**src/rtl/core/qph_pkg.sv**
```systemverilog
// Shared types, codes and sizes for the quadratic probe hash table.
package qph_pkg;

  localparam int TableDepth = 1024;
  localparam int AddrW      = $clog2(TableDepth);
  localparam int SizeW      = AddrW + 1;
  localparam int CfgW       = 11;
  localparam int KeyW       = 32;
  localparam int DataW      = 32;
  localparam int ValueW     = 32;

  localparam logic [CfgW-1:0] SizeReset = CfgW'(997);

  // Remainder unit: quotient bits retired per cycle
  localparam int ModBits   = 4;
  localparam int ModCycles = KeyW / ModBits;
  localparam int ModCntW   = $clog2(ModCycles);

  localparam logic [1:0] OP_INSERT = 2'd0;
  localparam logic [1:0] OP_LOOKUP = 2'd1;
  localparam logic [1:0] OP_CLEAR  = 2'd2;

  localparam logic [2:0] ST_INSERTED  = 3'd0;
  localparam logic [2:0] ST_DUPLICATE = 3'd1;
  localparam logic [2:0] ST_FULL      = 3'd2;
  localparam logic [2:0] ST_FOUND     = 3'd3;
  localparam logic [2:0] ST_NOT_FOUND = 3'd4;
  localparam logic [2:0] ST_CLEARED   = 3'd5;

  typedef struct packed {
    logic [1:0]      operation;
    logic [KeyW-1:0] key;
    logic [DataW-1:0] value;
  } req_t;

  typedef struct packed {
    logic [2:0]       status;
    logic [DataW-1:0] found_value;
  } rsp_t;

  typedef struct packed {
    logic              filled;
    logic [KeyW-1:0]   key;
    logic [ValueW-1:0] value;
  } ent_t;

  typedef enum logic [2:0] {
    S_INIT,
    S_IDLE,
    S_MOD,
    S_PROBE,
    S_CLEAR,
    S_DONE
  } state_t;

endpackage

```
**src/rtl/core/qph_mod.sv**
```systemverilog
// Iterative remainder unit: key modulo table size, several bits per cycle.
module qph_mod (
  input  logic                        clk,
  input  logic                        rst,
  input  logic                        start,
  input  logic [qph_pkg::KeyW-1:0]    dividend,
  input  logic [qph_pkg::SizeW-1:0]   divisor,
  output logic                        done,
  output logic [qph_pkg::AddrW-1:0]   remainder
);

  logic                         busy;
  logic [qph_pkg::ModCntW-1:0]  cnt;
  logic [qph_pkg::KeyW-1:0]     dvd;
  logic [qph_pkg::AddrW-1:0]    rem_next;

  // restoring steps, MSB first; partial remainder stays below divisor
  always_comb begin
    logic [qph_pkg::SizeW-1:0] t;
    logic [qph_pkg::AddrW-1:0] r;
    r = remainder;
    for (int i = 0; i < qph_pkg::ModBits; i++) begin
      t = {r, dvd[qph_pkg::KeyW-1-i]};
      if (t >= divisor) begin
        r = qph_pkg::AddrW'(t - divisor);
      end else begin
        r = t[qph_pkg::AddrW-1:0];
      end
    end
    rem_next = r;
  end

  always_ff @(posedge clk) begin
    if (rst) begin
      busy <= 1'b0;
      done <= 1'b0;
      cnt  <= '0;
    end else begin
      done <= !start && busy && (cnt == qph_pkg::ModCntW'(qph_pkg::ModCycles - 1));
      if (start) begin
        busy <= 1'b1;
        cnt  <= '0;
      end else if (busy) begin
        cnt <= cnt + 1'b1;
        if (cnt == qph_pkg::ModCntW'(qph_pkg::ModCycles - 1)) begin
          busy <= 1'b0;
        end
      end
    end
  end

  always_ff @(posedge clk) begin
    if (start) begin
      remainder <= '0;
      dvd       <= dividend;
    end else if (busy) begin
      remainder <= rem_next;
      dvd       <= dvd << qph_pkg::ModBits;
    end
  end

endmodule

```
**config.mk**
```make
export PLATFORM = sky130hd
export DESIGN_NAME = qph_mod
export DESIGN_NICKNAME = d
export VERILOG_FILES = /design/src/rtl/core/qph_pkg.sv /design/src/rtl/core/qph_mod.sv
export SDC_FILE = /design/constraint.sdc
export NUM_CORES = 1
export LEC_CHECK = 0
export BUFFER_PORTS_ARGS = -buffer_cell sky130_fd_sc_hd__clkbuf_2
export CAP_MARGIN = 20
export CORE_MARGIN = 4
export CORE_UTILIZATION = 30
export DETAILED_ROUTE_END_ITERATION = 12
export PLACE_DENSITY = 0.47
export RECOVER_POWER = 25
export SKIP_LAST_GASP = 1
export SLEW_MARGIN = 20
export SYNTH_ARGS = -nofsm -noshare
export SYNTH_HDL_FRONTEND = slang
export SYNTH_SLANG_ARGS = --single-unit
```
**constraint.sdc**
```tcl
create_clock -name clk -period 10.6 [get_ports clk]
set_clock_uncertainty 0.2 [all_clocks]
set_input_delay 0.53 -clock clk [delete_from_list [all_inputs] [get_ports clk]]
set_output_delay 0.53 -clock clk [all_outputs]
set_load 0.005 [all_outputs]
```
After elaboration in Yosys (flattened, before gate mapping)
Index checks and enable logic that the tools add are counted.
W data, S select, Z words.
- logic and storage cells: 29
- input bits: 46
- output and inout port bits: 11
- register bits after elaboration: 47
- reductions and logical operators: 5
- eq/ne operators: 1
- muxes and demuxes: 9
- add/sub/neg operators: 5
- magnitude comparators: 4
- operator list (kind ; count):
    $mux W32 ; 2
    $ge A11 B11 Y1 ; 4
    $mux W10 ; 4
    $sub A10 B10 Y10 ; 4
    $add A3 B1 Y3 const B ; 1
    $eq A3 B3 Y1 const B ; 1
    $mux W1 ; 3
    $logic_and A1 B1 Y1 ; 2
    $reduce_bool A2 Y1 ; 1
    $reduce_or A2 Y1 ; 1
    $logic_not A1 Y1 ; 1

Depth between registers and ports, before layout
- depth after elaboration: 8
- depth in mapped cells: 34
- mapped depth without buffers: 33

Worst setup path after synthesis
OpenSTA, ideal clock, no wires.
- kind: input to register
- from: input port divisor[2] in the netlist's numbering
- to: register remainder[2] in the netlist's numbering
- library setup time: 92 ps
- data required time: 10308 ps
- path buffers: 3
- stages: 32
- arrival: 7376 ps
- setup slack: 2932 ps
- cell sequence: inv_1 > ha_1 > buf_6 > a21oi_1 > a311oi_2 > a211oi_2 > buf_6 > mux2_4 > ha_1 > o211ai_1 > a21oi_2 > o41ai_2 > o31ai_4 > mux2_2 > inv_1 > ha_1 > nor2b_1 > o31a_1 > nor2_1 > o21ai_0 > a31oi_4 > mux2i_1 > ha_1 > nor2b_1 > o2111ai_1 > nand3_1 > a211o_1 > a21o_1 > a31o_2 > buf_2 > a211o_1 > o32ai_1
- longest elaborated chain between the ends: 8
- elaborated cells between the ends (all ways): 12
- classes of those cells: add/sub (4); order compare (4); mux (4)
- RTL lines (what ; RTL line ; text):
    start: declaration ; qph_mod.sv:7 ; input logic [qph_pkg::SizeW-1:0] divisor,
    $sub A10 B10 Y10 or $ge A11 B11 Y1 (tied branches) ; qph_mod.sv:25, qph_mod.sv:24 ;
    $mux W10 ; qph_mod.sv:24 ; if (t >= divisor) begin
    $sub A10 B10 Y10 or $ge A11 B11 Y1 (tied branches) ; qph_mod.sv:25, qph_mod.sv:24 ;
    $mux W10 ; qph_mod.sv:24 ;
    $sub A10 B10 Y10 or $ge A11 B11 Y1 (tied branches) ; qph_mod.sv:25, qph_mod.sv:24 ;
    $mux W10 ; qph_mod.sv:24 ;
    $ge A11 B11 Y1 or $sub A10 B10 Y10 (tied branches) ; qph_mod.sv:24, qph_mod.sv:25 ;
    $mux W10 (*) ; qph_mod.sv:24 ;
    end signal: assignment ; qph_mod.sv:57 ; remainder <= rem_next;
    end: declaration ; qph_mod.sv:9 ; output logic [qph_pkg::AddrW-1:0] remainder
Every way passes the cells marked *; elsewhere a longest branch is shown, timed or not.
A chain may end at the register's enable or synchronous reset.

Worst setup path in the final report
- from: input port divisor[2] in the netlist's numbering
- to: register remainder[0] in the netlist's numbering
- longest elaborated chain between the ends: 8
- elaborated cells between the ends (all ways): 11
- classes of those cells: add/sub (3); order compare (4); mux (4)
- RTL lines (what ; RTL line):
    $sub A10 B10 Y10 or $ge A11 B11 Y1 (tied branches) ; qph_mod.sv:25, qph_mod.sv:24
    $mux W10 ; qph_mod.sv:24
    $sub A10 B10 Y10 or $ge A11 B11 Y1 (tied branches) ; qph_mod.sv:25, qph_mod.sv:24
    $mux W10 ; qph_mod.sv:24
    $sub A10 B10 Y10 or $ge A11 B11 Y1 (tied branches) ; qph_mod.sv:25, qph_mod.sv:24
    $mux W10 ; qph_mod.sv:24
    $ge A11 B11 Y1 (*) ; qph_mod.sv:24
    $mux W10 (*) ; qph_mod.sv:24
Marks and branches as above.

==> reports/results.env <==
STATUS='finished, violations left'
FAILED_CHECKS='capacitance limit, slew limit'
GP_CONGESTION=0.832
SYNTH-COMPOUND-AREA-SHARE_PCT=16.3
TOP_SIGNAL_LAYER_USED='met4'
CRITPATHARRIVALTIME_PS=8640
NUMBER_OF_ENABLE_FLIP_FLOP_CELLS_AFTER_SYNTHESIS=32
CRITPATHMAXFANOUT=14
CRITICAL_PATH_CLASS='primary input to register'
CLOCK_TREE.HTREE_LEVEL_COUNT=2
SYNTH.MUX.AREA_FRACTION_PCT=16.9
VIA_PER_INST=5.09
TRITONCTS='done'
ASYNCSETRESETFLOPFRACSYNTH_PCT=0
POST-CTS-SETUP-BUFFERS=0
POSTSYNTH.TOPFLOPCELL='sky130_fd_sc_hd__edfxtp_1'
DIE_W_UM=127
NUMCLOCKSINKS=47
FINAL.SETUP.TNS_PS=0
SYNTH-SEQ-AREA-SHARE_PCT=29.9
CLK_PATH_BUF_DEPTH=2
CRITICAL_PATH.MAX_STAGE_DELAY_PS=770
MAX_SLEW.WORST_PIN.SLEW_PS=2340
TIMING.FINAL.MAX_SLEW_VIOLATIONS=50
CP_DATA_REQUIRED_TIME_PS=10580
SYNTH_AREA_PER_CELL_UM2=10.1
HOLD_VIOLATIONS=0
ANTENNA_VIOLATIONS_BEFORE_REPAIR=0
SYNTHTOLAYOUTAREAGROWTH_PCT=14.1
CTS.REPAIR.RESIZED=0
HOLD_PATH_CLASS='primary input to register'
MAX_CAPACITANCE_VIOLATION_COUNT=1
SETUP_VIOL=0
MAXSLEWHEADROOM_PCT=-56.1
FINAL_COMMON_CELL='sky130_fd_sc_hd__clkbuf_2'
VIAS=3321
GRT_FIRST_PASS_WIRELENGTH_UM=16200
SYNTH_ADDER_AREA_SHARE_PCT=15.5
LAYOUT.CELLS.MOST_COMMON_LIST='53 x sky130_fd_sc_hd__clkbuf_2, 46 x sky130_fd_sc_hd__ha_1, 43 x sky130_fd_sc_hd__mux2_2, 32 x sky130_fd_sc_hd__edfxtp_1, 29 x sky130_fd_sc_hd__inv_1'
DIE-HEIGHT_UM=127
SYN-NUM-NETS=514
FILLCELLCOUNT=1370
PORTBUFFERS=56
SYNTH_CELLS=418
SYNTH-WARNING-COUNT=0
CTS-ROOT-BUF='sky130_fd_sc_hd__clkbuf_16'
TIMING.CRITICAL_PATH.FROM_TYPE='primary input'
SYNTH-SEQ-CELLS=47
SYNTH_TOP_FAMILY_BY_AREA='multiplexers'
FIN_NETS=567
GRT_SETUP_UNREPAIRED='no'
ROUTED_WL_UM=10200
PART_OF_THE_CYCLE_THE_WORST_PATH_NEEDS_PCT=81.8
CRIT_PATH_SLOWEST_CELL='sky130_fd_sc_hd__a211oi_2'
MET3_WIRELENGTH_UM=304
TOTAL_ROUTING_RESOURCE_UTILIZATION_AFTER_GLOBAL_ROUTING_PCT=12.3
SHORTEST_CLOCK_PERIOD_THE_WORST_PATH_ALLOWS_AFTER_LAYOUT_PS=8670
POST_SYNTH_AND_OR_NAND_NOR_AREA_FRACTION_PCT=11.8
WORST_PATH_DOMINANT_CELL_FAMILY='compound AO/OA/AOI/OAI gates'
SYNTH_XOR_AREA_SHARE_PCT=5.61
CPMOSTUSEDCELL='sky130_fd_sc_hd__ha_1'
CTS.HOLD.BUFFERS_ADDED=0
INITIAL_CORE_UTIL_PCT=30.5
LAYOUT-DRIVE-GT1-SHARE_PCT=25.8
PLACEABLE_CORE_AREA_UM2=13800
NETLIST_AREA_UM2=4220
GRT_REMAINING_OVERFLOW=0
DRC=0
DRT.ANTENNA.VIOLATING_NETS=0
ROUTEDWLPERCELL_UM=15.7
WIRELENGTH_MET1_UM=4980
DIE_AREA_UM2=16000
DRT_ITER0_MARKERS=169
NUMBER_OF_DISTINCT_LIBRARY_CELL_VARIANTS_IN_THE_GATE_LEVEL_NETLIST_AFTER_SYNTHESIS=58
IO_PINS=57
NUM_CTS_BUFFERS=5
INSERTEDDIODECOUNT=0
TIMING.CRITICAL_PATH.BUF_INV=3
WL_MET2_UM=4670
VIA_COUNT_OF_THE_FIRST_GLOBAL_ROUTING_PASS=3215
CRITICAL_PATH.ENDPOINT_TYPE='register'
STD_CELL_ROWS=43
LENGTH_OF_THE_FIRST_DETAILED_ROUTING_PASS_IN_ITERATIONS=4
CTS.REPORTEDPATHS.CLKPINSLEW_PS=70
DETAILED_PLACE_HPWL_UM=8230
CLK-INSERTION-DELAY-LATE_PS=290
GRT_MAX_DEGREE=50
MAX_FREQ_MHz=115
==> registers in the layout, summed over array words and instances, names as in the netlist <==
name,count
busy,1
dvd,32
done,1
remainder,10
cnt,3
==> path summary, 6_finish.rpt <==
kind / from / endpoint / cells past startpoint / slack (ps)
worst max-delay path: divisor[2] / remainder[0] / 30 / 1930
worst max register to register: remainder[1] / remainder[0] / 28 / 1990
worst min-delay path: rst / cnt[0] / 2 / 270
worst min register to register: cnt[2] / cnt[2] / 2 / 330
==> cell type report <==
class | count | area [um2] | share of cell area [%]
clock buffers | 5 | 125 | 2.60
clock inverters | 3 | 22.5 | 0.468
inverters | 29 | 109 | 2.26
multi-input cells | 331 | 2790 | 58.0
flip-flops and latches | 47 | 1260 | 26.2
well taps | 180 | 225 | 4.68
repair buffers | 57 | 280 | 5.82
==> routing by layer <==
| metal | vias to the layer above | global-route usage, % |
|---|---|---|
| met3 | 14 | 1.56 |
| met2 | 70 | 20.3 |
| li1 | 1664 | - |
| met5 | - | 0 |
| met1 | 1573 | 16.8 |
| met4 | 0 | 3.79 |
==> cell usage after synthesis (4+ instances only) <==
cell type,count,share of area (%)
sky130_fd_sc_hd__nor2_1,26,2.3
sky130_fd_sc_hd__fa_1,4,1.9
sky130_fd_sc_hd__edfxtp_1,32,23
sky130_fd_sc_hd__ha_1,46,14
sky130_fd_sc_hd__mux2i_1,14,3.3
sky130_fd_sc_hd__nand2_1,11,0.98
sky130_fd_sc_hd__nor2b_1,7,1.0
sky130_fd_sc_hd__and3_1,5,0.74
sky130_fd_sc_hd__o21a_1,6,1.1
sky130_fd_sc_hd__a211o_1,4,0.83
sky130_fd_sc_hd__xor2_1,9,1.9
sky130_fd_sc_hd__o21bai_1,4,0.71
sky130_fd_sc_hd__a21oi_1,27,3.2
sky130_fd_sc_hd__a21o_1,9,1.6
sky130_fd_sc_hd__and2_1,4,0.59
sky130_fd_sc_hd__xnor2_1,18,3.7
sky130_fd_sc_hd__nand3_1,9,1.1
sky130_fd_sc_hd__mux2_4,5,1.8
sky130_fd_sc_hd__o21ai_0,14,1.7
sky130_fd_sc_hd__mux2_2,43,11
sky130_fd_sc_hd__nor3_1,10,1.2
sky130_fd_sc_hd__dfxtp_1,15,7.1
sky130_fd_sc_hd__a211oi_1,9,1.6
sky130_fd_sc_hd__inv_1,29,2.6
sky130_fd_sc_hd__nand4_1,6,0.89
sky130_fd_sc_hd__clkbuf_1,6,0.53
==> cells by family (layout without fill, tap and decap cells) <==
logic type / after synthesis / after routing
AOI/OAI and AO/OA: 96 / 96
and+or+nand+nor: 95 / 95
muxes: 63 / 63
adders and majority gates: 50 / 50
DFF: 47 / 47
buffers and inverters: 40 / 94
xor gates and xnor gates: 27 / 27
==> through the flow <==
step | std cells | instance area (um2) | worst slack [ps] | utilization (%) | hold slack, ps
finish | 652 | 4810 | 1930 | 34.8 | 275
global route | 652 | 4810 | 1360 | 34.8 | 286
CTS | 652 | 4820 | 1940 | 34.9 | 276
detailed placement | 644 | 4670 | 1670 | 33.8 | 322
global placement | 644 | 4670 | 1840 | 33.8 | 323
floorplan | 418 | 4220 | 2930 | - | 294
Power is not shown: default switching activity piles up to over one toggle a cycle in this logic, so the estimate is an artifact.
